## src/hdl/ast_pkg.sv

```systemverilog
// ----------------------------------------------------------------------------
// ast_pkg
// Shared types, constants and helpers for the adaptive staircase tracker.
// ----------------------------------------------------------------------------
package ast_pkg;

    localparam int LEVEL_W  = 16;
    localparam int REV_W    = 6;
    localparam int RUN_W    = 4;
    localparam int CFG_IDX_W = 3;

    localparam int UP_RUN_DEF   = 3;
    localparam int DOWN_RUN_DEF = 1;

    localparam logic [REV_W-1:0] REV_MAX = 6'd63;
    localparam logic [RUN_W-1:0] RUN_MAX = 4'd15;

    // reset values of the configuration registers
    localparam logic [LEVEL_W-1:0] COARSE_RST  = 16'd256;
    localparam logic [LEVEL_W-1:0] MEDIUM_RST  = 16'd128;
    localparam logic [LEVEL_W-1:0] FINE_RST    = 16'd64;
    localparam logic [LEVEL_W-1:0] FINEST_RST  = 16'd32;
    localparam logic [REV_W-1:0]   TARGET_RST  = 6'd8;
    localparam logic [LEVEL_W-1:0] FLOOR_RST   = 16'd0;
    localparam logic [LEVEL_W-1:0] CEILING_RST = 16'd25600;

    typedef enum logic [CFG_IDX_W-1:0] {
        CFG_COARSE  = 3'd0,
        CFG_MEDIUM  = 3'd1,
        CFG_FINE    = 3'd2,
        CFG_FINEST  = 3'd3,
        CFG_TARGET  = 3'd4,
        CFG_FLOOR   = 3'd5,
        CFG_CEILING = 3'd6
    } cfg_idx_t;

    typedef enum logic [1:0] {
        CMD_RESPONSE = 2'd0,
        CMD_START    = 2'd1,
        CMD_COARSER  = 2'd2,
        CMD_FINER    = 2'd3
    } cmd_t;

    typedef enum logic [1:0] {
        DIR_NONE = 2'd0,
        DIR_UP   = 2'd1,
        DIR_DOWN = 2'd2
    } dir_t;

    typedef enum logic [1:0] {
        SEL_COARSE = 2'd0,
        SEL_MEDIUM = 2'd1,
        SEL_FINE   = 2'd2,
        SEL_FINEST = 2'd3
    } step_sel_t;

    typedef enum logic [2:0] {
        ST_IDLE,
        ST_DECODE,
        ST_ADD,
        ST_ZCHK,
        ST_CLAMP,
        ST_DONE
    } state_t;

    function automatic step_sel_t select_for(input logic [REV_W-1:0] rev);
        step_sel_t sel;
        if (rev >= 6'd5)
            sel = SEL_FINEST;
        else if (rev >= 6'd3)
            sel = SEL_FINE;
        else if (rev >= 6'd1)
            sel = SEL_MEDIUM;
        else
            sel = SEL_COARSE;
        return sel;
    endfunction

    // saturating add of a small count to the reversal counter
    function automatic logic [REV_W-1:0] rev_add(input logic [REV_W-1:0] rev,
                                                 input logic [1:0] n);
        logic [REV_W:0] sum;
        sum = {1'b0, rev} + {{(REV_W-1){1'b0}}, n};
        return sum[REV_W] ? REV_MAX : sum[REV_W-1:0];
    endfunction

endpackage

```

## src/hdl/adaptive_staircase_tracker_core.sv

```systemverilog
// ----------------------------------------------------------------------------
// adaptive_staircase_tracker_core
// Up-down staircase in Q8.8: one shared 17-bit adder under a small sequencer.
// ----------------------------------------------------------------------------
// Start, coarser and finer commands and non-moving responses go from decode
// to done; moving responses pass add, a zero check (correct ones) and clamp,
// re-adding per zero-level retry (at most 31), all through the one shared adder.
// Throughput: one item at a time; input is taken again once the result sits
// in the output register. Reset loads register defaults and clears tracker state.
module adaptive_staircase_tracker_core
    import ast_pkg::*;
#(
    parameter int UP_RUN   = UP_RUN_DEF,
    parameter int DOWN_RUN = DOWN_RUN_DEF
)
(
    input  logic                 clk,
    input  logic                 rst_n,
    input  logic                 cfg_we,
    input  logic [CFG_IDX_W-1:0] cfg_index,
    input  logic [LEVEL_W-1:0]   cfg_wdata,
    input  logic                 s_axis_tvalid,
    output logic                 s_axis_tready,
    input  logic [23:0]          s_axis_tdata,  // correct, start_level, zero pad
    input  logic [1:0]           s_axis_tuser,  // command
    output logic                 m_axis_tvalid,
    input  logic                 m_axis_tready,
    output logic [47:0]          m_axis_tdata   // level, step_size, reversals,
                                                // complete, reversal_made,
                                                // step_warning, zero pad
);

    // configuration registers
    logic [LEVEL_W-1:0] coarse_reg, medium_reg, fine_reg, finest_reg;
    logic [LEVEL_W-1:0] floor_reg, ceiling_reg;
    logic [REV_W-1:0]   target_reg;

    // tracker state
    state_t             state_reg, state_next;
    logic [LEVEL_W-1:0] level_reg, level_next;
    step_sel_t          sel_reg, sel_next;
    logic [RUN_W-1:0]   crun_reg, crun_next;
    logic [RUN_W-1:0]   wrun_reg, wrun_next;
    dir_t               dir_reg, dir_next;
    logic [REV_W-1:0]   rev_reg, rev_next;

    // per-item working registers
    cmd_t               cmd_reg;
    logic               corr_reg;
    logic [LEVEL_W-1:0] start_reg;
    logic [LEVEL_W:0]   acc_reg, acc_next;
    logic               rflag_reg, rflag_next;
    logic               warn_reg, warn_next;
    logic               go_add_next;

    // output register
    logic               out_valid_reg, out_valid_next;
    logic [47:0]        out_data_reg;

    logic               in_xfer;
    logic               out_free;
    logic [LEVEL_W-1:0] step_cur;
    logic [LEVEL_W:0]   add_b;
    logic [LEVEL_W:0]   add_sum;
    logic               complete_now;
    logic               zero_rule;
    logic signed [LEVEL_W:0] acc_s, hi_s, lo_s, clip_hi;
    logic [LEVEL_W-1:0] clamped;
    logic [1:0]         rev_n;
    step_sel_t          sel_after2;
    logic [REV_W-1:0]   rev_after2;

    assign s_axis_tready = (state_reg == ST_IDLE);
    assign in_xfer       = s_axis_tvalid && s_axis_tready;
    assign out_free      = !out_valid_reg || m_axis_tready;
    assign m_axis_tvalid = out_valid_reg;
    assign m_axis_tdata  = out_data_reg;

    always_comb
    begin
        case (sel_reg)
            SEL_COARSE: step_cur = coarse_reg;
            SEL_MEDIUM: step_cur = medium_reg;
            SEL_FINE:   step_cur = fine_reg;
            SEL_FINEST: step_cur = finest_reg;
            default:    step_cur = coarse_reg;
        endcase
    end

    // shared adder: level plus or minus the current step
    assign add_b   = corr_reg ? {step_cur[LEVEL_W-1], step_cur}
                              : ~{step_cur[LEVEL_W-1], step_cur};
    assign add_sum = {level_reg[LEVEL_W-1], level_reg} + add_b
                     + {{LEVEL_W{1'b0}}, !corr_reg};

    assign complete_now = (rev_reg >= target_reg);
    assign acc_s     = acc_reg;
    assign hi_s      = {ceiling_reg[LEVEL_W-1], ceiling_reg};
    assign lo_s      = {floor_reg[LEVEL_W-1], floor_reg};
    assign clip_hi   = (acc_s > hi_s) ? hi_s : acc_s;
    assign clamped   = (clip_hi < lo_s) ? floor_reg : clip_hi[LEVEL_W-1:0];
    assign zero_rule = (floor_reg == '0) && (acc_s <= 0);
    assign rev_after2 = rev_add(rev_reg, 2'd2);
    assign sel_after2 = select_for(rev_after2);
    assign rev_n     = (dir_reg == DIR_UP) ? 2'd2 : 2'd1;

    // next state
    always_comb
    begin
        state_next = state_reg;
        case (state_reg)
            ST_IDLE:
            begin
                if (in_xfer)
                    state_next = ST_DECODE;
            end
            ST_DECODE:
            begin
                state_next = go_add_next ? ST_ADD : ST_DONE;
            end
            ST_ADD:
            begin
                state_next = corr_reg ? ST_ZCHK : ST_CLAMP;
            end
            ST_ZCHK:
            begin
                if (!zero_rule)
                    state_next = ST_CLAMP;
                else if (rev_after2 >= target_reg)
                    state_next = ST_DONE;
                else
                    state_next = ST_ADD;
            end
            ST_CLAMP:
            begin
                state_next = ST_DONE;
            end
            ST_DONE:
            begin
                if (out_free)
                    state_next = ST_IDLE;
            end
            default:
            begin
                state_next = ST_IDLE;
            end
        endcase
    end

    // datapath updates
    always_comb
    begin
        level_next     = level_reg;
        sel_next       = sel_reg;
        crun_next      = crun_reg;
        wrun_next      = wrun_reg;
        dir_next       = dir_reg;
        rev_next       = rev_reg;
        acc_next       = acc_reg;
        rflag_next     = rflag_reg;
        warn_next      = warn_reg;
        go_add_next    = 1'b0;
        out_valid_next = out_valid_reg && !m_axis_tready;
        case (state_reg)
            ST_DECODE:
            begin
                rflag_next = 1'b0;
                warn_next  = 1'b0;
                case (cmd_reg)
                    CMD_START:
                    begin
                        level_next = start_reg;
                        rev_next   = '0;
                        crun_next  = '0;
                        wrun_next  = '0;
                        sel_next   = SEL_COARSE;
                        dir_next   = DIR_NONE;
                    end
                    CMD_COARSER, CMD_FINER:
                    begin
                        if (cmd_reg == CMD_COARSER)
                            rev_next = (rev_reg >= {4'd0, rev_n})
                                       ? rev_reg - {4'd0, rev_n} : '0;
                        else
                            rev_next = rev_add(rev_reg, rev_n);
                        dir_next  = DIR_UP;
                        crun_next = '0;
                        wrun_next = '0;
                        sel_next  = select_for(rev_next);
                    end
                    CMD_RESPONSE:
                    begin
                        if (!complete_now)
                        begin
                            if (corr_reg)
                            begin
                                wrun_next = '0;
                                crun_next = (crun_reg < RUN_MAX) ? crun_reg + RUN_W'(1)
                                                                 : crun_reg;
                                go_add_next = (crun_next >= RUN_W'(UP_RUN));
                            end
                            else
                            begin
                                crun_next = '0;
                                wrun_next = (wrun_reg < RUN_MAX) ? wrun_reg + RUN_W'(1)
                                                                 : wrun_reg;
                                go_add_next = (wrun_next >= RUN_W'(DOWN_RUN));
                            end
                        end
                    end
                    default:
                    begin
                        go_add_next = 1'b0;
                    end
                endcase
            end
            ST_ADD:
            begin
                acc_next = add_sum;
            end
            ST_ZCHK:
            begin
                if (zero_rule)
                begin
                    rev_next = rev_after2;
                    sel_next = sel_after2;
                    if (rev_after2 >= target_reg)
                        warn_next = 1'b1;
                end
            end
            ST_CLAMP:
            begin
                level_next = clamped;
                if ((corr_reg && dir_reg == DIR_DOWN) || (!corr_reg && dir_reg == DIR_UP))
                begin
                    rev_next   = rev_add(rev_reg, 2'd1);
                    rflag_next = 1'b1;
                    sel_next   = select_for(rev_next);
                end
                if (corr_reg)
                begin
                    dir_next  = DIR_UP;
                    crun_next = '0;
                end
                else
                begin
                    dir_next  = DIR_DOWN;
                    wrun_next = '0;
                end
            end
            ST_DONE:
            begin
                if (out_free)
                    out_valid_next = 1'b1;
            end
            default:
            begin
                out_valid_next = out_valid_reg && !m_axis_tready;
            end
        endcase
    end

    always_ff @(posedge clk or negedge rst_n)
    begin
        if (!rst_n)
        begin
            coarse_reg  <= COARSE_RST;
            medium_reg  <= MEDIUM_RST;
            fine_reg    <= FINE_RST;
            finest_reg  <= FINEST_RST;
            target_reg  <= TARGET_RST;
            floor_reg   <= FLOOR_RST;
            ceiling_reg <= CEILING_RST;
        end
        else if (cfg_we)
        begin
            case (cfg_idx_t'(cfg_index))
                CFG_COARSE:  coarse_reg  <= cfg_wdata;
                CFG_MEDIUM:  medium_reg  <= cfg_wdata;
                CFG_FINE:    fine_reg    <= cfg_wdata;
                CFG_FINEST:  finest_reg  <= cfg_wdata;
                CFG_TARGET:  target_reg  <= cfg_wdata[REV_W-1:0];
                CFG_FLOOR:   floor_reg   <= cfg_wdata;
                CFG_CEILING: ceiling_reg <= cfg_wdata;
                default:     target_reg  <= target_reg;
            endcase
        end
    end

    always_ff @(posedge clk or negedge rst_n)
    begin
        if (!rst_n)
        begin
            state_reg     <= ST_IDLE;
            level_reg     <= '0;
            sel_reg       <= SEL_COARSE;
            crun_reg      <= '0;
            wrun_reg      <= '0;
            dir_reg       <= DIR_NONE;
            rev_reg       <= '0;
            rflag_reg     <= 1'b0;
            warn_reg      <= 1'b0;
            out_valid_reg <= 1'b0;
        end
        else
        begin
            state_reg     <= state_next;
            level_reg     <= level_next;
            sel_reg       <= sel_next;
            crun_reg      <= crun_next;
            wrun_reg      <= wrun_next;
            dir_reg       <= dir_next;
            rev_reg       <= rev_next;
            rflag_reg     <= rflag_next;
            warn_reg      <= warn_next;
            out_valid_reg <= out_valid_next;
        end
    end

    // payload registers
    always_ff @(posedge clk)
    begin
        if (in_xfer)
        begin
            cmd_reg   <= cmd_t'(s_axis_tuser);
            corr_reg  <= s_axis_tdata[0];
            start_reg <= s_axis_tdata[LEVEL_W:1];
        end
        acc_reg <= acc_next;
        if (state_reg == ST_DONE && out_free)
            out_data_reg <= {7'd0, warn_reg, rflag_reg, complete_now, rev_reg,
                             step_cur, level_reg};
    end

endmodule

```

## config.mk

```make
export PLATFORM = sky130hd
export DESIGN_NAME = adaptive_staircase_tracker_core
export DESIGN_NICKNAME = d
export VERILOG_FILES = /design/src/hdl/ast_pkg.sv /design/src/hdl/adaptive_staircase_tracker_core.sv
export SDC_FILE = /design/constraint.sdc
export NUM_CORES = 1
export LEC_CHECK = 0
export BUFFER_PORTS_ARGS = -buffer_cell sky130_fd_sc_hd__buf_2
export CAP_MARGIN = 5
export CORE_MARGIN = 4
export CORE_UTILIZATION = 67
export CTS_BUF_LIST = sky130_fd_sc_hd__clkbuf_2 sky130_fd_sc_hd__clkbuf_4 sky130_fd_sc_hd__clkbuf_8
export CTS_CLUSTER_SIZE = 8
export DETAILED_ROUTE_END_ITERATION = 8
export PLACE_DENSITY = 0.95
export SLEW_MARGIN = 15
export SYNTH_ARGS = -nofsm -noshare
export SYNTH_HDL_FRONTEND = slang
export SYNTH_SLANG_ARGS = --single-unit
```

## constraint.sdc

```tcl
create_clock -name clk -period 8.3 [get_ports clk]
set_clock_uncertainty 0.2 [all_clocks]
set_input_delay 0.415 -clock clk [delete_from_list [all_inputs] [get_ports clk]]
set_output_delay 0.415 -clock clk [all_outputs]
set_load 0.02 [all_outputs]
```

* Yosys cells after proc, flatten, opt, wreduce, memory -nomap -nowiden
Index checks and enable logic that the tools add are counted.
** Operators by class
- Reduce and logical (&&, ||, !) cells :: 36
- Bitwise gates (word level) :: 1
- Multiplexer cells :: 64
- Order comparisons :: 19
- Equality and inequality tests :: 29
- Add/subtract/negate cells :: 8
** Operators with widths (count)
- 16-bit case mux with 4 select lines :: 1
- 6-bit 2-to-1 mux :: 9
- 17-bit 2-to-1 mux :: 2
- 16-bit 2-to-1 mux :: 2
- 4-bit 2-to-1 mux :: 8
- 16-bit case mux with 2 select lines :: 1
- 4-bit case mux with 2 select lines :: 4
- 2-bit AND reduction :: 11
- 2-bit 2-to-1 mux :: 10
- 6-bit by 1-bit greater-or-equal comparator with 1-bit output (second input constant) :: 3
- 6-bit by 2-bit greater-or-equal comparator with 1-bit output (second input constant) :: 3
- 6-bit by 3-bit greater-or-equal comparator with 1-bit output (second input constant) :: 3
- 3-bit 2-to-1 mux :: 6
- 3-bit case mux with 6 select lines :: 1
- 6-bit case mux with 3 select lines :: 1
- 17-bit by 1-bit adder with 17-bit output :: 1
- 17-bit adder :: 1
- 17-bit by 16-bit greater-than comparator with 1-bit output :: 1
- 17-bit by 1-bit less-or-equal comparator with 1-bit output (second input constant) :: 1
- 17-bit by 16-bit less-than comparator with 1-bit output :: 1
- 17-bit inverter :: 1
- 16-bit zero test :: 1
- 3-bit == test (second input constant) :: 5
- 3-bit by 2-bit == test with 1-bit output (second input constant) :: 4
- 33 further kinds :: 76
** Word-level totals
- Output and inout port bits :: 50
- Register bits :: 219
- Bits of input ports :: 50

* Depth between registers and ports, before layout
Gate-level depths: netlist of the first run.
- Depth in word-level cells :: 13
- Gate-level depth with buffers :: 20
- Gate-level depth less buffers :: 17

* Worst setup path after synthesis of the first run
OpenSTA, ideal clock, no wires.
- Kind :: reg2reg
- Start :: register ceiling_reg[14]
- End :: register level_reg[10]
- Stages on the path, launching flop included :: 20
- Clock period less this slack :: 4.453 ns
- Setup time :: 0.094 ns
- Path slack :: 3.847 ns
- Path buffers :: 4
- Data arrival time :: 4.159 ns
- Path through :: dfstp_2 inv_1 ha_1 nand3_1 or3_1 nor3_1 a31oi_1 nand2_1 buf_2 mux2_2 ha_1 nand3_1 nor3_1 nand2_1 or3b_1 buf_2 and2_4 buf_6 buf_6 a221oi_2
** Between the ends
- Word-level cells in the longest chain between the ends :: 5
** Ends and longest elaborated chain
- from (decl) :: line adaptive_staircase_tracker_core.sv:35 : logic [LEVEL_W-1:0] floor_reg, ceiling_reg;
- from (signal assigned) :: line adaptive_staircase_tracker_core.sv:284 : CFG_CEILING: ceiling_reg <= cfg_wdata;
- 17-bit by 16-bit greater-than comparator with 1-bit output :: line adaptive_staircase_tracker_core.sv:100 : assign clip_hi = (acc_s > hi_s) ? hi_s : acc_s;
- 17-bit 2-to-1 mux * :: line adaptive_staircase_tracker_core.sv:100
- 17-bit by 16-bit less-than comparator with 1-bit output :: line adaptive_staircase_tracker_core.sv:101 : assign clamped = (clip_hi < lo_s) ? floor_reg : clip_hi[LEVEL_W-1:0];
- 16-bit 2-to-1 mux * :: line adaptive_staircase_tracker_core.sv:101
- 16-bit case mux with 2 select lines * :: line adaptive_staircase_tracker_core.sv:164 : case (state_reg)
- to (signal assigned) :: line adaptive_staircase_tracker_core.sv:308 : level_reg <= level_next;
- to (decl) :: line adaptive_staircase_tracker_core.sv:40 : logic [LEVEL_W-1:0] level_reg, level_next;
Mark *: on every way between the ends. The rest lies on a longest branch, timed or not.
A chain may end at the register's enable or synchronous reset.

* Worst setup path after layout of the first run
- Start :: register ceiling_reg[14]
- End :: register level_reg[3]
The elaborated chain is that of the path after synthesis.

==> results of run 1 <==
-- logic make-up after synthesis --
logic type                 count (synthesis)  synth area share (%)
buffers and inverters                    106                  3.75
adders and majority gates                 74                  7.96
other                                      1                0.0315
DFF                                      219                  49.3
muxes                                    158                  16.2
AOI/OAI and AO/OA                        200                  11.8
and+or+nand+nor                          197                  8.30
xor gates and xnor gates                  35                  2.57
-- critical path, cell delays in order, from the launching register on --
cell and delay [ps]:
dfstp_2 560, inv_1 50, ha_1 290, nand3_1 90
or3_1 410, nor3_1 190, a31oi_1 140, nand2_1 550
mux2_2 450, ha_1 310, nand4_1 120, nor3_1 290
nand2_1 80, or3b_1 650, and2_4 370, a221oi_1 300
-- how the worst max path moves through the flow --
stage	depth (start not counted)	slack [ps]	end	from
final	15	3110	level_reg[3]	ceiling_reg[14]
after global routing	15	2840	level_reg[1]	ceiling_reg[14]
after CTS	15	3220	level_reg[3]	ceiling_reg[14]
after detailed placement	15	3250	level_reg[3]	ceiling_reg[14]
after global placement	15	3390	level_reg[0]	ceiling_reg[14]
after floorplan	19	3850	level_reg[10]	ceiling_reg[14]
-- metrics by stage --
step	instances	total power [mW]	setup slack (ps)	instance area (sq um)
2_1_floorplan	996	3.63	3850	11900
3_3_place_gp	1262	4.11	3390	12500
3_5_place_dp	1262	4.26	3250	12500
4_1_cts	1370	5.36	3220	13700
5_1_grt	1370	5.75	2840	13700
6_report	1370	5.45	3110	13700
-- cells in the mapped netlist (16+ instances only) --
cell type,instances,share of area [%]
a21oi_1,43,1.8
dfrtp_1,134,28
nor2_1,50,1.6
mux2_2,120,11
a211oi_1,21,1.3
mux2i_1,21,1.8
inv_1,54,1.7
nand2_1,47,1.5
nand3_1,18,0.76
o21ai_0,40,1.7
mux4_2,16,3.0
ha_1,71,7.5
clkbuf_1,33,1.0
xnor2_1,25,1.8
edfxtp_1,77,19
-- routing by layer --
metal	global-route usage, %	part of all wire [%]	wire, um
met2	48.7	46	14200
met4	13.8	4.6	1420
met1	42.9	40	12300
met5	0	0	0
met3	6.77	9.4	2890
-- cell type report --
type | instances | area share (%)
flip-flops and latches | 219 | 42.9
multi-input cells | 671 | 41.3
repair buffers | 129 | 6.22
clock buffers | 60 | 5.39
well taps | 225 | 2.05
inverters | 54 | 1.48
clock inverters | 12 | 0.639
-- power by group --
part           internal, mW  leakage (nW)  switching, mW
combinational          1.07          3.04           1.49
sequential             1.54          2.42          0.305
clock                 0.577         0.441          0.473
==> results.py, run 1 <==
metrics = {
    "placement": {
        "dp_hpwl_um": 20100,
        "io_buffers": 85,
        "place_congestion": 0.982,
    },
    "cells_and_area": {
        "largest_reg_flops": 41,
        "ff_latch_area_sq_um": 5880,
        "nets": 1238,
        "syn_to_final_growth_pct": 15.0,
        "drive_gt1_share_pct": 29.3,
        "utilization_pct": 78.9,
        "fill_cells": 954,
        "n_antenna_cell": 0,
        "final_cell_mix": "dfrtp_1, mux2_2, buf_2, edfxtp_1, ha_1",
        "layout_commonest_cell": "dfrtp_1",
        "multiInputGateArea_sq_um": 5660,
    },
    "sta": {
        "max_freq_ghz": 0.193,
        "hold_violations": 0,
        "rsz0062_at_grt": "no",
        "fin_crit_sh_pct": 62.5,
        "tns_ps": 0,
        "period_minus_slack_ps": 5190,
        "tightest_slew_ps": 1110,
        "setup_violations": 0,
        "holdWs_ps": 29.3,
        "slew_headroom_pct": 25.9,
        "slew_viol_final": 0,
    },
    "die": {
        "die_y_um": 141,
        "io_pins": 100,
        "die-area_sq_um": 20000,
        "core_area_sq_um": 17400,
        "start_util_pct": 68.7,
        "die-width_um": 141,
        "rows": 48,
    },
    "worst_hold_path": {
        "holdPathStages": 3,
        "min_to": "target_reg[1]",
        "worstHoldStart": "cfg_wdata[1]",
        "hold_path.class": "input port to flop",
    },
    "clocking": {
        "cts-root-buf": "clkbuf_8",
        "cts_buffers": 39,
        "clk_path_buf_depth": 3,
        "cts_hold_buf": 36,
        "post_cts_resized": 0,
        "path_clk_slew_ps": 60,
        "htree_levels": 2,
        "postCtsSetupRepairBufs": 0,
        "clk_latency_ps": 570,
        "cts.sinks": 219,
        "cts_tree": "built",
    },
    "synthesis": {
        "ys_seq_area_share_pct": 49.3,
        "synth_edf_count": 77,
        "synthArstFlopShare_pct": 64.8,
        "synth_ff_type": "dfrtp_1",
        "synth_cells": 990,
        "postSynthAreaPerCell_sq_um": 12.0,
        "synth-seq-cells": 219,
        "synth_area_sq_um": 11900,
        "synth_cell_types": 66,
        "synth_warnings": 0,
    },
    "critical_path": {
        "end_kind": "flop",
        "path_class": "flop to flop",
        "critPathMaxFanout": 18,
        "worstReg2RegStart": "ceiling_reg[14]",
        "start_kind": "flop",
        "ff2ff_path_depth": 15,
        "r2r_end": "level_reg[3]",
        "arrival_ps": 5430,
        "cp_data_required_time_ps": 8540,
        "r2r_slack_ps": 3110,
    },
    "route": {
        "num_vias": 8969,
        "wl_per_cell_um": 22.5,
        "wl_um": 30800,
        "drc": 0,
        "routed_via_density": 6.55,
        "drtIter0Drc": 1135,
        "detail_route.first_pass.iterations": 6,
        "ant_nets": 0,
    },
    "grt": {
        "grt_overflow": 0,
        "grt_pass1_vias": 9168,
        "grt_pass1_wl_um": 49100,
        "grt_max_degree": 79,
        "antenna_found_initial": 0,
        "grt_use_total_pct": 31.3,
    },
    "power": {
        "leakage_nw": 5.91,
        "p_per_area_nw_per_um2": 398,
        "peakVddDrop_v": 0.000262,
    },
    "run": {
        "max_cap_violations": 0,
    },
    "outcome": {
        "status": "completed",
    },
}
Note: power is estimated with default switching activity, not from simulation.
==> inputs of run 2 (changes only) <==
--- a/config.mk
+++ b/config.mk
@@ -5,14 +5,15 @@
 export SDC_FILE = /design/constraint.sdc
 export NUM_CORES = 1
 export LEC_CHECK = 0
+export ABC_AREA = 1
 export BUFFER_PORTS_ARGS = -buffer_cell sky130_fd_sc_hd__buf_2
 export CAP_MARGIN = 5
 export CORE_MARGIN = 4
-export CORE_UTILIZATION = 67
+export CORE_UTILIZATION = 56
 export CTS_BUF_LIST = sky130_fd_sc_hd__clkbuf_2 sky130_fd_sc_hd__clkbuf_4 sky130_fd_sc_hd__clkbuf_8
 export CTS_CLUSTER_SIZE = 8
 export DETAILED_ROUTE_END_ITERATION = 8
-export PLACE_DENSITY = 0.95
+export PLACE_DENSITY = 0.85
 export SLEW_MARGIN = 15
 export SYNTH_ARGS = -nofsm -noshare
 export SYNTH_HDL_FRONTEND = slang
==> constraint.sdc (replaced) <==
create_clock -name clk -period 4.7 [get_ports clk]
set_clock_uncertainty 0.2 [all_clocks]
set_input_delay 0.235 -clock clk [delete_from_list [all_inputs] [get_ports clk]]
set_output_delay 0.235 -clock clk [all_outputs]
set_load 0.02 [all_outputs]
==> results.py, run 2 <==
metrics = {
    "sta": {
        "fin_crit_sh_pct": 93.6,
        "period_minus_slack_ps": 4400,
        "setup_ws_ps": 301,
        "slew_headroom_pct": 21.4,
        "tightest_slew_ps": 1180,
        "slew_viol_final": 0,
        "hold_violations": 0,
        "tns_ps": 0,
        "max_freq_ghz": 0.227,
        "rsz0062_at_grt": "no",
        "setup_violations": 0,
    },
    "critical_path": {
        "r2r_slack_ps": 300,
        "critPathMaxFanout": 30,
        "path_class": "flop to flop",
        "cp_slowest_stage_delay_ps": 570,
        "arrival_ps": 4660,
        "path_cells": "inv_1 > ha_1 > nand2_1 > nand2_1 > nand2_1 > nand2_1 > a21oi_1 > nand3_1 > nand2_2 > nand2_2 > o21ai_0 > ha_1 > nand4_1 > inv_1 > nand2_1 > inv_1 > a21oi_4 > nand3_4 > nand3_1 > nand3_1 > a21oi_1",
        "start_kind": "flop",
        "crit_family": "simple AND/OR/NAND/NOR gates",
        "cp_data_required_time_ps": 4960,
        "cp_slowest_cell": "o21ai_0",
        "cp.buffers_inverters": 3,
        "end_kind": "flop",
        "cpMostUsedCell": "nand2_1",
    },
    "cells_and_area": {
        "utilization_pct": 65.8,
        "final_cell_mix": "nand2_1, o21ai_0, inv_1, dfrtp_1, buf_2",
        "nets": 1612,
        "drive_gt1_share_pct": 16.2,
        "syn_to_final_growth_pct": 15.0,
        "layout_commonest_cell": "nand2_1",
        "n_antenna_cell": 0,
        "largest_reg_flops": 41,
        "fill_cells": 1608,
    },
    "clocking": {
        "cts-root-buf": "clkbuf_8",
        "cts_hold_buf": 38,
        "path_clk_slew_ps": 60,
        "htree_levels": 2,
        "post_cts_resized": 0,
        "clk_latency_ps": 550,
        "cts_buffers": 37,
        "clk_path_buf_depth": 3,
        "cts_tree": "built",
        "postCtsSetupRepairBufs": 0,
        "cts.sinks": 219,
    },
    "worst_hold_path": {
        "hold_path.class": "input port to flop",
    },
    "synthesis": {
        "synth_edf_count": 77,
        "postSynthAreaPerCell_sq_um": 8.89,
        "ys_seq_area_share_pct": 48.5,
        "synth_top_area_share_pct": 27.7,
        "synth-seq-cells": 219,
        "synth_ff_type": "dfrtp_1",
        "synth_cell_types": 54,
        "synthTopCellsByArea": "dfrtp_1, edfxtp_1, nand2_1",
        "synth_cells": 1362,
        "yosysMostFrequentCell": "nand2_1",
        "synth_area_sq_um": 12100,
        "synthArstFlopShare_pct": 64.8,
        "synth_commonest_cells": "nand2_1, o21ai_0, inv_1",
        "synth_warnings": 0,
        "yosys.area.top_type": "dfrtp_1",
    },
    "placement": {
        "io_buffers": 85,
        "place_congestion": 1.00,
        "pre_cts_ws_ps": 376,
        "dp_hpwl_um": 22800,
    },
    "grt": {
        "antenna_found_initial": 0,
        "grt_overflow": 0,
        "grt_max_degree": 111,
        "grt_pass1_vias": 10228,
        "grt_pass1_wl_um": 52000,
        "grt_use_total_pct": 27.1,
    },
    "outcome": {
        "status": "completed",
    },
    "route": {
        "wl_per_cell_um": 18.3,
        "ant_nets": 0,
        "drtIter0Drc": 1215,
        "num_vias": 10457,
        "drc": 0,
        "routed_via_density": 5.84,
        "wl_um": 32800,
        "detail_route.first_pass.iterations": 5,
    },
    "power": {
        "p_total_mw": 9.81,
        "p_per_area_nw_per_um2": 705,
        "leakage_nw": 6.56,
        "peakVddDrop_v": 0.000338,
    },
    "die": {
        "start_util_pct": 57.2,
        "io_pins": 100,
        "die-area_sq_um": 24000,
        "die-width_um": 155,
        "die_y_um": 155,
        "core_area_sq_um": 21200,
        "rows": 53,
    },
    "run": {
        "max_cap_violations": 0,
    },
}
run 2: cell types whose count changed in the layout (fill, tap and decap cells not counted), moves of 16 or more:
cell	previous run	this run
a211oi_1	21	2
a21oi_1	43	69
inv_1	54	158
inv_2	0	17
mux2_2	120	0
mux2i_1	21	0
mux4_2	16	0
nand2_1	47	269
nand3_1	18	64
nand3_2	0	21
nor2_1	50	82
o21ai_0	40	165
xnor2_1	25	5
xor2_1	10	38
run 2: where the power goes:
part           internal [mW]  leakage (nW)  switching, mW
Combinational           1.60          3.65           3.23
Sequential              2.69          2.47          0.393
Clock                   1.10         0.445          0.797
run 2: area by class of cell:
| cell class | count | area (sq um) | share of cell area (%) |
|---|---|---|---|
| flip-flops and latches | 219 | 5880 | 42.2 |
| multi-input cells | 924 | 5350 | 38.4 |
| repair buffers | 131 | 872 | 6.26 |
| clock buffers | 61 | 733 | 5.26 |
| inverters | 175 | 657 | 4.72 |
| well taps | 275 | 344 | 2.47 |
| clock inverters | 7 | 95.1 | 0.683 |
run 2: through the flow:
step,instance area (sq um),std cells,hold WS [ps]
detailed placement,12700,1686,214
floorplan,12100,1368,-261
global route,13900,1792,119
CTS,13900,1792,56.6
global placement,12700,1686,214
finish,13900,1792,92.5
run 2: routing by layer:
| metal | track usage (%) | wire [um] | vias to the layer above |
|---|---|---|---|
| met3 | 4.20 | 2740 | 130 |
| li1 | - | - | 4800 |
| met2 | 44.6 | 15500 | 569 |
| met1 | 35.4 | 12900 | 4958 |
| met5 | 0 | 0 | - |
| met4 | 12.9 | 1610 | 0 |
run 2: worst paths after layout:
check	end	from	depth (start not counted)
worst min register to register	m_axis_tdata[40]	warn_reg	0
worst max register to register	level_reg[15]	ceiling_reg[10]	21
worst min-delay path	target_reg[3]	cfg_index[0]	4
min in group asynchronous	level_reg[13]	rst_n	2
max in group asynchronous	ceiling_reg[10]	rst_n	3
worst max-delay path	level_reg[15]	ceiling_reg[10]	21
run 2: worst min-delay path, cell delays in order:
cell and delay [ps]:
buf_2 110, nor2_1 60, nand2_1 270, o21ai_0 150
run 2: logic make-up after synthesis:
group / synth area share, %
buffers and inverters: 7.67
and+or+nand+nor: 18.5
adders and majority gates: 7.83
AOI/OAI and AO/OA: 14.4
DFF: 48.5
other: 0.0310
xor gates and xnor gates: 3.11
